File: src/hw/rtl/atm_pkg.sv
`timescale 1ns / 1ps

package atm_pkg;

  // field and datapath widths
  localparam int unsigned AxisW   = 16;
  localparam int unsigned AngleW  = 16;
  localparam int unsigned SqW     = 31;  // one squared axis, unsigned
  localparam int unsigned SumW    = 32;  // sum of two squares
  localparam int unsigned RadW    = 48;  // sum of squares times 65536
  localparam int unsigned RootW   = 24;
  localparam int unsigned RemW    = 27;
  localparam int unsigned CordW   = 28;
  localparam int unsigned ZW      = 25;
  localparam int unsigned Steps   = 18;
  localparam int unsigned StepW   = 5;
  localparam int signed   AngleLimit = 23040;

  typedef logic signed [AxisW-1:0]  axis_t;
  typedef logic signed [AngleW-1:0] angle_t;

  // atan(2^-i) in degrees times 65536
  function automatic logic signed [ZW-1:0] atan_q16(input logic [StepW-1:0] i);
    logic signed [ZW-1:0] t;
    begin
      unique case (i)
        5'd0:  t = 25'sd2949120;
        5'd1:  t = 25'sd1740967;
        5'd2:  t = 25'sd919879;
        5'd3:  t = 25'sd466945;
        5'd4:  t = 25'sd234379;
        5'd5:  t = 25'sd117304;
        5'd6:  t = 25'sd58666;
        5'd7:  t = 25'sd29335;
        5'd8:  t = 25'sd14668;
        5'd9:  t = 25'sd7334;
        5'd10: t = 25'sd3667;
        5'd11: t = 25'sd1833;
        5'd12: t = 25'sd917;
        5'd13: t = 25'sd458;
        5'd14: t = 25'sd229;
        5'd15: t = 25'sd115;
        5'd16: t = 25'sd57;
        5'd17: t = 25'sd29;
        default: t = '0;
      endcase
      return t;
    end
  endfunction

endpackage

File: src/hw/rtl/atm_if.sv
`timescale 1ns / 1ps

// sample channel
interface atm_in_if;
  logic          valid;
  logic          ready;
  atm_pkg::axis_t accel_x;
  atm_pkg::axis_t accel_y;
  atm_pkg::axis_t accel_z;

  modport source (output valid, output accel_x, output accel_y, output accel_z, input ready);
  modport sink   (input valid, input accel_x, input accel_y, input accel_z, output ready);
endinterface

// result channel
interface atm_out_if;
  logic            valid;
  logic            ready;
  atm_pkg::angle_t instant_pitch;
  atm_pkg::angle_t instant_roll;
  atm_pkg::angle_t mean_pitch;
  atm_pkg::angle_t mean_roll;

  modport source (output valid, output instant_pitch, output instant_roll,
                  output mean_pitch, output mean_roll, input ready);
  modport sink   (input valid, input instant_pitch, input instant_roll,
                  input mean_pitch, input mean_roll, output ready);
endinterface

File: src/hw/rtl/atm_isqrt.sv
`timescale 1ns / 1ps

// floor(sqrt(sum * 65536)), two radicand bits per cycle
module atm_isqrt (
  input  logic                        clk_i,
  input  logic                        rst_ni,
  input  logic                        start_i,
  input  logic [atm_pkg::SumW-1:0]    sum_i,
  output logic                        done_o,
  output logic [atm_pkg::RootW-1:0]   root_o
);

  logic [atm_pkg::RadW-1:0]  rad_q, rad_d;
  logic [atm_pkg::RemW-1:0]  rem_q, rem_d, rem_sh, trial;
  logic [atm_pkg::RootW-1:0] root_q, root_d;
  logic [atm_pkg::StepW-1:0] cnt_q, cnt_d;
  logic                      busy_q, busy_d, done_q, done_d;

  // one root digit
  always_comb begin
    rem_sh = {rem_q[atm_pkg::RemW-3:0], rad_q[atm_pkg::RadW-1 -: 2]};
    trial  = {1'b0, root_q, 2'b01};
    rad_d  = rad_q;
    rem_d  = rem_q;
    root_d = root_q;
    cnt_d  = cnt_q;
    busy_d = busy_q;
    done_d = 1'b0;
    if (start_i) begin
      rad_d  = {sum_i, 16'h0000};
      rem_d  = '0;
      root_d = '0;
      cnt_d  = '0;
      busy_d = 1'b1;
    end else if (busy_q) begin
      rad_d = {rad_q[atm_pkg::RadW-3:0], 2'b00};
      if (rem_sh >= trial) begin
        rem_d  = rem_sh - trial;
        root_d = {root_q[atm_pkg::RootW-2:0], 1'b1};
      end else begin
        rem_d  = rem_sh;
        root_d = {root_q[atm_pkg::RootW-2:0], 1'b0};
      end
      cnt_d = cnt_q + 1'b1;
      if (cnt_q == atm_pkg::StepW'(atm_pkg::RootW - 1)) begin
        busy_d = 1'b0;
        done_d = 1'b1;
      end
    end
  end

  always_ff @(posedge clk_i or negedge rst_ni) begin
    if (!rst_ni) begin
      busy_q <= 1'b0;
      done_q <= 1'b0;
      cnt_q  <= '0;
    end else begin
      busy_q <= busy_d;
      done_q <= done_d;
      cnt_q  <= cnt_d;
    end
  end

  always_ff @(posedge clk_i) begin
    rad_q  <= rad_d;
    rem_q  <= rem_d;
    root_q <= root_d;
  end

  assign done_o = done_q;
  assign root_o = root_q;

endmodule

File: src/hw/rtl/atm_cordic.sv
`timescale 1ns / 1ps

// vectoring cordic, one micro-rotation per cycle
module atm_cordic (
  input  logic                         clk_i,
  input  logic                         rst_ni,
  input  logic                         start_i,
  input  logic [atm_pkg::RootW-1:0]    den_i,
  input  logic signed [atm_pkg::AxisW:0] num_i,
  output logic                         done_o,
  output atm_pkg::angle_t              angle_o
);

  localparam int unsigned RW = atm_pkg::ZW - 8;

  logic signed [atm_pkg::CordW-1:0] x_q, x_d, y_q, y_d, dx, dy;
  logic signed [atm_pkg::ZW-1:0]    z_q, z_d, zr;
  logic signed [RW-1:0]             r;
  logic [atm_pkg::StepW-1:0]        cnt_q, cnt_d;
  logic                             busy_q, busy_d, done_q, done_d, zero_q, zero_d;
  atm_pkg::angle_t                  ang_q, ang_d;

  // rounding and clamp of the accumulated angle
  always_comb begin
    zr = z_q + atm_pkg::ZW'(128);
    r  = RW'(zr >>> 8);
    if (zero_q) begin
      ang_d = '0;
    end else if (r > RW'(atm_pkg::AngleLimit)) begin
      ang_d = atm_pkg::AngleW'(atm_pkg::AngleLimit);
    end else if (r < -RW'(atm_pkg::AngleLimit)) begin
      ang_d = -atm_pkg::AngleW'(atm_pkg::AngleLimit);
    end else begin
      ang_d = atm_pkg::AngleW'(r);
    end
  end

  // micro-rotation
  always_comb begin
    dx     = y_q >>> cnt_q;
    dy     = x_q >>> cnt_q;
    x_d    = x_q;
    y_d    = y_q;
    z_d    = z_q;
    cnt_d  = cnt_q;
    busy_d = busy_q;
    done_d = 1'b0;
    zero_d = zero_q;
    if (start_i) begin
      x_d    = atm_pkg::CordW'(den_i);
      y_d    = atm_pkg::CordW'(num_i) <<< 8;
      z_d    = '0;
      cnt_d  = '0;
      busy_d = 1'b1;
      zero_d = (num_i == '0);
    end else if (busy_q) begin
      if (y_q > 0) begin
        x_d = x_q + dx;
        y_d = y_q - dy;
        z_d = z_q + atm_pkg::atan_q16(cnt_q);
      end else begin
        x_d = x_q - dx;
        y_d = y_q + dy;
        z_d = z_q - atm_pkg::atan_q16(cnt_q);
      end
      cnt_d = cnt_q + 1'b1;
      if (cnt_q == atm_pkg::StepW'(atm_pkg::Steps - 1)) begin
        busy_d = 1'b0;
      end
    end
    if (busy_q && !busy_d) begin
      done_d = 1'b1;
    end
  end

  always_ff @(posedge clk_i or negedge rst_ni) begin
    if (!rst_ni) begin
      busy_q <= 1'b0;
      done_q <= 1'b0;
      cnt_q  <= '0;
    end else begin
      busy_q <= busy_d;
      done_q <= done_d;
      cnt_q  <= cnt_d;
    end
  end

  always_ff @(posedge clk_i) begin
    x_q    <= x_d;
    y_q    <= y_d;
    z_q    <= z_d;
    zero_q <= zero_d;
    if (done_q) begin
      ang_q <= ang_d;
    end
  end

  // angle valid the cycle after done
  logic done_dly_q;
  always_ff @(posedge clk_i or negedge rst_ni) begin
    if (!rst_ni) begin
      done_dly_q <= 1'b0;
    end else begin
      done_dly_q <= done_q;
    end
  end

  assign done_o  = done_dly_q;
  assign angle_o = ang_q;

endmodule

File: src/hw/rtl/atm_div.sv
`timescale 1ns / 1ps

// restoring divider, one quotient bit per cycle
module atm_div #(
  parameter int unsigned NumW = 21,
  parameter int unsigned DenW = 5
) (
  input  logic            clk_i,
  input  logic            rst_ni,
  input  logic            start_i,
  input  logic [NumW-1:0] num_i,
  input  logic [DenW-1:0] den_i,
  output logic            done_o,
  output logic [NumW-1:0] quot_o
);

  localparam int unsigned CntW = $clog2(NumW + 1);

  logic [NumW-1:0] q_q, q_d;
  logic [DenW:0]   rem_q, rem_d, rem_sh;
  logic [DenW-1:0] den_q, den_d;
  logic [CntW-1:0] cnt_q, cnt_d;
  logic            busy_q, busy_d, done_q, done_d;

  always_comb begin
    rem_sh = {rem_q[DenW-1:0], q_q[NumW-1]};
    q_d    = q_q;
    rem_d  = rem_q;
    den_d  = den_q;
    cnt_d  = cnt_q;
    busy_d = busy_q;
    done_d = 1'b0;
    if (start_i) begin
      q_d    = num_i;
      rem_d  = '0;
      den_d  = den_i;
      cnt_d  = '0;
      busy_d = 1'b1;
    end else if (busy_q) begin
      if (rem_sh >= {1'b0, den_q}) begin
        rem_d = rem_sh - {1'b0, den_q};
        q_d   = {q_q[NumW-2:0], 1'b1};
      end else begin
        rem_d = rem_sh;
        q_d   = {q_q[NumW-2:0], 1'b0};
      end
      cnt_d = cnt_q + 1'b1;
      if (cnt_q == CntW'(NumW - 1)) begin
        busy_d = 1'b0;
        done_d = 1'b1;
      end
    end
  end

  always_ff @(posedge clk_i or negedge rst_ni) begin
    if (!rst_ni) begin
      busy_q <= 1'b0;
      done_q <= 1'b0;
      cnt_q  <= '0;
    end else begin
      busy_q <= busy_d;
      done_q <= done_d;
      cnt_q  <= cnt_d;
    end
  end

  always_ff @(posedge clk_i) begin
    q_q   <= q_d;
    rem_q <= rem_d;
    den_q <= den_d;
  end

  assign done_o = done_q;
  assign quot_o = q_q;

endmodule

File: src/hw/rtl/accel_tilt_moving_mean.sv
`timescale 1ns / 1ps

// channel    dir  payload
// sample_i   in   accel_x, accel_y, accel_z (16 b signed)
// result_o   out  instant_pitch, instant_roll, mean_pitch, mean_roll (16 b signed)
//
// one sample at a time: capture, squares, sum, the bit-serial root, the cordic, the window
// update, the bit-serial mean divider and the output register, in that order.
// reset clears the window sum, fill count and ring pointer; history needs no clear.
// a result waits in the output register; the next sample is taken meanwhile, and
// the block stalls before writing its own result until that register is free.
module accel_tilt_moving_mean #(
  parameter int unsigned WINDOW = 16
) (
  input  logic clk_i,
  input  logic rst_ni,
  atm_in_if.sink    sample_i,
  atm_out_if.source result_o
);

  localparam int unsigned CntW = $clog2(WINDOW + 1);
  localparam int unsigned PtrW = (WINDOW > 1) ? $clog2(WINDOW) : 1;
  localparam int unsigned TotW = atm_pkg::AngleW + $clog2(WINDOW) + 1;

  localparam logic [2:0] S_IDLE = 3'd0;
  localparam logic [2:0] S_SQ   = 3'd1;
  localparam logic [2:0] S_SUM  = 3'd2;
  localparam logic [2:0] S_ROOT = 3'd3;
  localparam logic [2:0] S_CORD = 3'd4;
  localparam logic [2:0] S_TOT  = 3'd5;
  localparam logic [2:0] S_DIV  = 3'd6;
  localparam logic [2:0] S_OUT  = 3'd7;

  logic [2:0] state_q, state_d;

  atm_pkg::axis_t ax_q, ay_q, az_q;
  logic [atm_pkg::SqW-1:0]  ax2_q, ay2_q, az2_q;
  logic [atm_pkg::SumW-1:0] sum_p, sum_r;

  logic                       root_go, root_p_done, root_r_done;
  logic [atm_pkg::RootW-1:0]  root_p, root_r;
  logic                       cord_go, cord_p_done, cord_r_done;
  atm_pkg::angle_t            ang_p, ang_r;
  logic signed [atm_pkg::AxisW:0] num_p, num_r;

  atm_pkg::angle_t   hist_p_mem [WINDOW];
  atm_pkg::angle_t   hist_r_mem [WINDOW];
  atm_pkg::angle_t   hist_p_q, hist_r_q;
  logic signed [TotW-1:0] tot_p_q, tot_r_q;
  logic [PtrW-1:0]   ptr_q;
  logic [CntW-1:0]   fill_q;

  logic              div_go_q, div_p_done, div_r_done;
  logic [TotW-1:0]   mag_p, mag_r, dnum_p, dnum_r, quot_p, quot_r;

  logic              out_valid_q;
  atm_pkg::angle_t   o_ip_q, o_ir_q, o_mp_q, o_mr_q;

  wire in_beat  = sample_i.valid && sample_i.ready;
  wire out_free = !out_valid_q || result_o.ready;

  // control sequencer
  always_comb begin
    state_d = state_q;
    unique case (state_q)
      S_IDLE: if (sample_i.valid) state_d = S_SQ;
      S_SQ:   state_d = S_SUM;
      S_SUM:  state_d = S_ROOT;
      S_ROOT: if (root_p_done) state_d = S_CORD;
      S_CORD: if (cord_p_done) state_d = S_TOT;
      S_TOT:  state_d = S_DIV;
      S_DIV:  if (div_p_done) state_d = S_OUT;
      S_OUT:  if (out_free) state_d = S_IDLE;
      default: state_d = S_IDLE;
    endcase
  end

  assign sample_i.ready = (state_q == S_IDLE);
  assign root_go = (state_q == S_SUM);
  assign cord_go = (state_q == S_ROOT) && root_p_done;

  always_ff @(posedge clk_i or negedge rst_ni) begin
    if (!rst_ni) begin
      state_q  <= S_IDLE;
      div_go_q <= 1'b0;
    end else begin
      state_q  <= state_d;
      div_go_q <= (state_q == S_TOT);
    end
  end

  // sample capture and squares
  always_ff @(posedge clk_i) begin
    if (in_beat) begin
      ax_q     <= sample_i.accel_x;
      ay_q     <= sample_i.accel_y;
      az_q     <= sample_i.accel_z;
      hist_p_q <= hist_p_mem[ptr_q];
      hist_r_q <= hist_r_mem[ptr_q];
    end
    if (state_q == S_SQ) begin
      ax2_q <= atm_pkg::SqW'(ax_q * ax_q);
      ay2_q <= atm_pkg::SqW'(ay_q * ay_q);
      az2_q <= atm_pkg::SqW'(az_q * az_q);
    end
  end

  assign sum_p = atm_pkg::SumW'(ax2_q) + atm_pkg::SumW'(az2_q);
  assign sum_r = atm_pkg::SumW'(ay2_q) + atm_pkg::SumW'(az2_q);
  assign num_p = (atm_pkg::AxisW + 1)'(ay_q);
  assign num_r = -(atm_pkg::AxisW + 1)'(ax_q);

  atm_isqrt u_root_p (
    .clk_i, .rst_ni, .start_i(root_go), .sum_i(sum_p), .done_o(root_p_done), .root_o(root_p)
  );
  atm_isqrt u_root_r (
    .clk_i, .rst_ni, .start_i(root_go), .sum_i(sum_r), .done_o(root_r_done), .root_o(root_r)
  );

  atm_cordic u_cord_p (
    .clk_i, .rst_ni, .start_i(cord_go), .den_i(root_p), .num_i(num_p),
    .done_o(cord_p_done), .angle_o(ang_p)
  );
  atm_cordic u_cord_r (
    .clk_i, .rst_ni, .start_i(cord_go), .den_i(root_r), .num_i(num_r),
    .done_o(cord_r_done), .angle_o(ang_r)
  );

  // history ring
  always_ff @(posedge clk_i) begin
    if (state_q == S_TOT) begin
      hist_p_mem[ptr_q] <= ang_p;
      hist_r_mem[ptr_q] <= ang_r;
    end
  end

  // running sums, pointer and fill count
  always_ff @(posedge clk_i or negedge rst_ni) begin
    if (!rst_ni) begin
      tot_p_q <= '0;
      tot_r_q <= '0;
      ptr_q   <= '0;
      fill_q  <= '0;
    end else if (state_q == S_TOT) begin
      if (fill_q == CntW'(WINDOW)) begin
        tot_p_q <= tot_p_q - TotW'(hist_p_q) + TotW'(ang_p);
        tot_r_q <= tot_r_q - TotW'(hist_r_q) + TotW'(ang_r);
      end else begin
        tot_p_q <= tot_p_q + TotW'(ang_p);
        tot_r_q <= tot_r_q + TotW'(ang_r);
        fill_q  <= fill_q + 1'b1;
      end
      ptr_q <= (ptr_q == PtrW'(WINDOW - 1)) ? '0 : ptr_q + 1'b1;
    end
  end

  // magnitude plus half the count, rounds half away from zero
  assign mag_p  = tot_p_q[TotW-1] ? TotW'(-tot_p_q) : TotW'(tot_p_q);
  assign mag_r  = tot_r_q[TotW-1] ? TotW'(-tot_r_q) : TotW'(tot_r_q);
  assign dnum_p = mag_p + TotW'(fill_q >> 1);
  assign dnum_r = mag_r + TotW'(fill_q >> 1);

  atm_div #(.NumW(TotW), .DenW(CntW)) u_div_p (
    .clk_i, .rst_ni, .start_i(div_go_q), .num_i(dnum_p), .den_i(fill_q),
    .done_o(div_p_done), .quot_o(quot_p)
  );
  atm_div #(.NumW(TotW), .DenW(CntW)) u_div_r (
    .clk_i, .rst_ni, .start_i(div_go_q), .num_i(dnum_r), .den_i(fill_q),
    .done_o(div_r_done), .quot_o(quot_r)
  );

  // output register
  always_ff @(posedge clk_i or negedge rst_ni) begin
    if (!rst_ni) begin
      out_valid_q <= 1'b0;
    end else if (state_q == S_OUT && out_free) begin
      out_valid_q <= 1'b1;
    end else if (result_o.ready) begin
      out_valid_q <= 1'b0;
    end
  end

  always_ff @(posedge clk_i) begin
    if (state_q == S_OUT && out_free) begin
      o_ip_q <= ang_p;
      o_ir_q <= ang_r;
      o_mp_q <= tot_p_q[TotW-1] ? -atm_pkg::AngleW'(quot_p) : atm_pkg::AngleW'(quot_p);
      o_mr_q <= tot_r_q[TotW-1] ? -atm_pkg::AngleW'(quot_r) : atm_pkg::AngleW'(quot_r);
    end
  end

  assign result_o.valid         = out_valid_q;
  assign result_o.instant_pitch = o_ip_q;
  assign result_o.instant_roll  = o_ir_q;
  assign result_o.mean_pitch    = o_mp_q;
  assign result_o.mean_roll     = o_mr_q;

  // roll units run in lockstep with the pitch units
  logic unused_done;
  assign unused_done = root_r_done ^ cord_r_done ^ div_r_done;

endmodule

File: src/flat_wrapper.sv
// flat-port wrapper written by rule: the top's interface ports become plain ports
module accel_tilt_moving_mean_flat 
#(
  parameter int unsigned WINDOW = 16
)
  (clk_i, rst_ni, sample_i_valid, sample_i_accel_x, sample_i_accel_y, sample_i_accel_z, sample_i_ready, result_o_valid, result_o_instant_pitch, result_o_instant_roll, result_o_mean_pitch, result_o_mean_roll, result_o_ready);
  atm_in_if sample_i_i ();
  atm_out_if result_o_i ();
  input  logic clk_i;
  input  logic rst_ni;
  input wire logic [$bits(sample_i_i.valid)-1:0] sample_i_valid;
  input wire logic [$bits(sample_i_i.accel_x)-1:0] sample_i_accel_x;
  input wire logic [$bits(sample_i_i.accel_y)-1:0] sample_i_accel_y;
  input wire logic [$bits(sample_i_i.accel_z)-1:0] sample_i_accel_z;
  output wire logic [$bits(sample_i_i.ready)-1:0] sample_i_ready;
  output wire logic [$bits(result_o_i.valid)-1:0] result_o_valid;
  output wire logic [$bits(result_o_i.instant_pitch)-1:0] result_o_instant_pitch;
  output wire logic [$bits(result_o_i.instant_roll)-1:0] result_o_instant_roll;
  output wire logic [$bits(result_o_i.mean_pitch)-1:0] result_o_mean_pitch;
  output wire logic [$bits(result_o_i.mean_roll)-1:0] result_o_mean_roll;
  input wire logic [$bits(result_o_i.ready)-1:0] result_o_ready;
  assign sample_i_i.valid = sample_i_valid;
  assign sample_i_i.accel_x = sample_i_accel_x;
  assign sample_i_i.accel_y = sample_i_accel_y;
  assign sample_i_i.accel_z = sample_i_accel_z;
  assign sample_i_ready = sample_i_i.ready;
  assign result_o_valid = result_o_i.valid;
  assign result_o_instant_pitch = result_o_i.instant_pitch;
  assign result_o_instant_roll = result_o_i.instant_roll;
  assign result_o_mean_pitch = result_o_i.mean_pitch;
  assign result_o_mean_roll = result_o_i.mean_roll;
  assign result_o_i.ready = result_o_ready;
  accel_tilt_moving_mean #(.WINDOW(WINDOW)) u_core (.clk_i(clk_i), .rst_ni(rst_ni), .sample_i(sample_i_i), .result_o(result_o_i));
endmodule
File: config.mk
export PLATFORM = sky130hd
export DESIGN_NAME = accel_tilt_moving_mean_flat
export DESIGN_NICKNAME = d
export VERILOG_FILES = /design/src/hw/rtl/atm_pkg.sv /design/src/hw/rtl/atm_if.sv /design/src/hw/rtl/atm_isqrt.sv /design/src/hw/rtl/atm_cordic.sv /design/src/hw/rtl/atm_div.sv /design/src/hw/rtl/accel_tilt_moving_mean.sv /design/src/flat_wrapper.sv
export SDC_FILE = /design/constraint.sdc
export NUM_CORES = 2
export LEC_CHECK = 0
export ABC_AREA = 1
export BUFFER_PORTS_ARGS = -buffer_cell sky130_fd_sc_hd__clkbuf_2
export CAP_MARGIN = 20
export CORE_UTILIZATION = 59
export CTS_CLUSTER_DIAMETER = 40
export DETAILED_ROUTE_END_ITERATION = 7
export GPL_ROUTABILITY_DRIVEN = 0
export PLACE_DENSITY_LB_ADDON = 0.25
export SLEW_MARGIN = 20
export SYNTH_ARGS = -nofsm -noshare
export SYNTH_HDL_FRONTEND = slang
export SYNTH_SLANG_ARGS = --single-unit
File: constraint.sdc
create_clock -name clk_i -period 5.8 [get_ports clk_i]
set_input_delay 0 -clock clk_i [delete_from_list [all_inputs] [get_ports clk_i]]
set_output_delay 0 -clock clk_i [all_outputs]
set_load 0.005 [all_outputs]
==> flow_summary.yaml <==
pwr:
  internal_power_mw: 17.1
  p_leak_nw: 57.9
  switching_share: 0.231
  vdd_drop_max_v: 0.000260
  cellPowerDensity_nw_per_um2: 185
  p_sw_mw: 5.14
  p_clk_frac: 0.564
  seq_power_share: 0.432
  p_comb_frac: 0.004
cts:
  cts_buffers: 201
  cts.clk_slew.worst_paths_ps: 60
  cts_tree: "yes"
  clk_path_buf_depth: 3
  insertion_delay_ps: 890
  cts-root-buf: "clkbuf_16"
  h-tree-depth: 4
  cts_sinks: 1258
final_layout:
  postLayoutCellArea_um2: 120000
  n_antenna_cell: 0
  area_delta_synth_final_pct: 14.1
  seqCellArea_um2: 35500
  multi_input_area_um2: 61500
  nFillCells: 13554
  stdcell_count: 15568
  final_nets: 14511
  drive_gt1_frac: 0.106
die:
  die_h_um: 425
  io_pins: 118
  dieArea_um2: 181000
  start_util: 0.596
  rows: 154
  die_x_um: 425
  core_um2: 177000
grt:
  grt_pass1_wl_um: 457000
  grt_pass1_vias: 89433
  antenna_found_initial: 1
  grt-ovfl-total: 0
  grt_use_total: 0.314
  grt_max_degree: 126
routing:
  viasPerCell: 5.81
  route.detailed.drc: 0
  route.antenna.remaining_nets: 0
  wl_per_cell_um: 18.6
  vias: 90406
  routed_wl_um: 290000
  drt_iter0_markers: 8980
  firstDrtPassIters: 7
synth:
  synth_area_leaders: "edfxtp_1, fa_1, nand2_1"
  synth-edff-count: 979
  yosys.area.top_type: "edfxtp_1"
  synthFlopType: "edfxtp_1"
  post-synth-top-count-cell: "nand2_1"
  netlist_area_um2: 106000
  synth_top_area_frac: 0.279
  async_flop_share: 0.0771
  ys.warnings.count: 0
  ys_types: 74
  seq_area_frac_synth: 0.336
  syn_nets: 14077
  synthTopCellsByCount: "nand2_1, inv_1, edfxtp_1"
  synth-seq-cells: 1258
  synthCells: 12614
  synth.avg_cell_area_um2: 8.36
sta:
  setup_slack_ps: -46.8
  fin_crit_sh: 1.01
  hold_slack_ps: 56.7
  min_period_ps: 5850
  tns_ps: -69.2
  max_slew_margin: 0.242
  rsz0062_at_grt: "true"
  skew_ps: 100
  worstMarginPinSlew_ps: 1140
  fmax_mhz: 171
  slew_viol_final: 0
  finalSetupViolations: 2
  hold_viol: 0
status:
  status: "complete, but fails checks"
  violations: "negative setup slack"
worst_setup_path:
  cp.required_ps: 6420
  worstSetupStartpointType: "flop"
  worstSetupPathType: "flop to flop"
  critPathArrivalTime_ps: 6460
  r2r_slack_ps: -50
  worst-path-max-fanout: 6
  r2r-start: "u_core.ax_q[15]"
  end_kind: "flop"
  reg2reg_to: "u_core.ax2_q[29]"
  reg2reg_depth: 20
place:
  place_inst: 14999
  numPortBuffers: 117
  place_area_um2: 110000
  hpwl_um: 209000
  dp_slack_ps: -226
run:
  cap_violations: 0
worst_hold_path:
  worstHoldStart: "sample_i_accel_y[2]"
  hold_class: "primary input to flop"
  holdPathEnd: "u_core.ay_q[2]"
  hold_depth: 2
==> cells in the final DEF (no fill, tap or decap), types with 49 or more instances in the layout <==
cell type      instances
xor2_1               377
inv_2                 49
o211ai_1              70
inv_1               2043
nand2_2               57
a31oi_1               57
clkbuf_2             117
nand4_1              127
ha_1                 630
a22oi_1               60
dfxtp_1              182
dlygate4sd3_1         99
nand2_1             2516
o21ai_0              863
clkbuf_16            204
xnor2_1              202
dfrtp_1               92
nor4_1                55
nor2_1               812
fa_1                 716
or2_2                 64
nor3_1               103
o22ai_1              195
o21ai_1               50
nand3_1              742
a21oi_1              587
buf_4                405
edfxtp_1             979
==> worst max path at each step <==
stage | from | end | slack [ps] | cells after the start
floorplan | u_core.ax_q[2] | u_core.ax2_q[27] | -30 | 26
global placement | u_core.ay_q[3] | u_core.ay2_q[28] | -130 | 26
detailed placement | u_core.ax_q[15] | u_core.ax2_q[29] | -230 | 20
CTS | u_core.ax_q[15] | u_core.ax2_q[29] | -50 | 20
global route | u_core.ax_q[15] | u_core.ax2_q[27] | -170 | 25
finish | u_core.ax_q[15] | u_core.ax2_q[29] | -50 | 20
==> metal layers <==
layer	global-route usage	share of wire	up-vias
met4	0.179	0.061	2
met2	0.533	0.48	4045
met5	0	0.000045	-
li1	-	-	42304
met1	0.383	0.38	43021
met3	0.0467	0.074	1034
==> power groups by stage <==
stage	Combinational [mW]	Clock, mW	Sequential [mW]
final	0.0978	12.5	9.60
after detailed placement	0.0433	0	9.78
after global placement	0.0432	0	9.78
after floorplan	0.000171	0	9.78
after CTS	0.0984	12.6	9.60
after global routing	0.105	13.1	9.59
==> what timing repair did <==
action                     in CTS  in global routing
hold endpoints to repair      219                  0
pin swaps                       0                122
hold buffers                  100                  0
gates resized for setup        21                296
cloned                          0                  3
setup endpoints to repair      20                 46
buffers inserted               16                 67
==> logic make-up (layout without fill, tap and decap cells) <==
group,count (synthesis),count (layout),synth area share
AOI/OAI and AO/OA,2174,2174,0.116
xor gates and xnor gates,584,584,0.0488
adders and majority gates,1411,1411,0.220
buffers and inverters,2549,3163,0.0937
DFF,1258,1258,0.336
and+or+nand+nor,4638,4638,0.185
==> worst max-delay path: stages (launching register included) <==
cell and delay [ps]:
edfxtp_1 490, buf_12 190, nand2_2 60, inv_2 50, fa_2 610, inv_2 50, fa_2 590, clkinv_4 110
fa_1 570, fa_1 430, fa_1 510, inv_1 60, fa_1 510, inv_1 80, ha_4 240, a21oi_2 200
o21ai_2 100, a2111oi_4 390, o21ai_1 110, a21oi_1 160, xor2_1 80
==> flip-flops by register name, summed over array words and instances, names as in the netlist, 28 cells and up <==
register / cells
u_core.hist_p_mem: 256
u_core.hist_r_mem: 256
u_core.u_root_p.rad_q: 32
u_core.u_root_r.rad_q: 32
u_core.ax2_q: 30
u_core.ay2_q: 30
u_core.az2_q: 30
u_core.u_cord_p.x_q: 28
u_core.u_cord_p.y_q: 28
u_core.u_cord_r.x_q: 28
u_core.u_cord_r.y_q: 28
==> stage by stage <==
step,util,power [mW]
6_report,0.681,22.2
5_1_grt,0.681,22.8
4_1_cts,0.671,22.3
3_5_place_dp,0.623,9.83
3_3_place_gp,0.623,9.83
2_1_floorplan,-,9.78
==> cell type report <==
class	count	share of cell area
multi-input cells	8807	0.511
flip-flops and latches	1258	0.295
inverters	2112	0.0661
repair buffers	668	0.0440
clock buffers	218	0.0428
well taps	2340	0.0243
clock inverters	165	0.0171
Power figures use the tool's default switching activity.
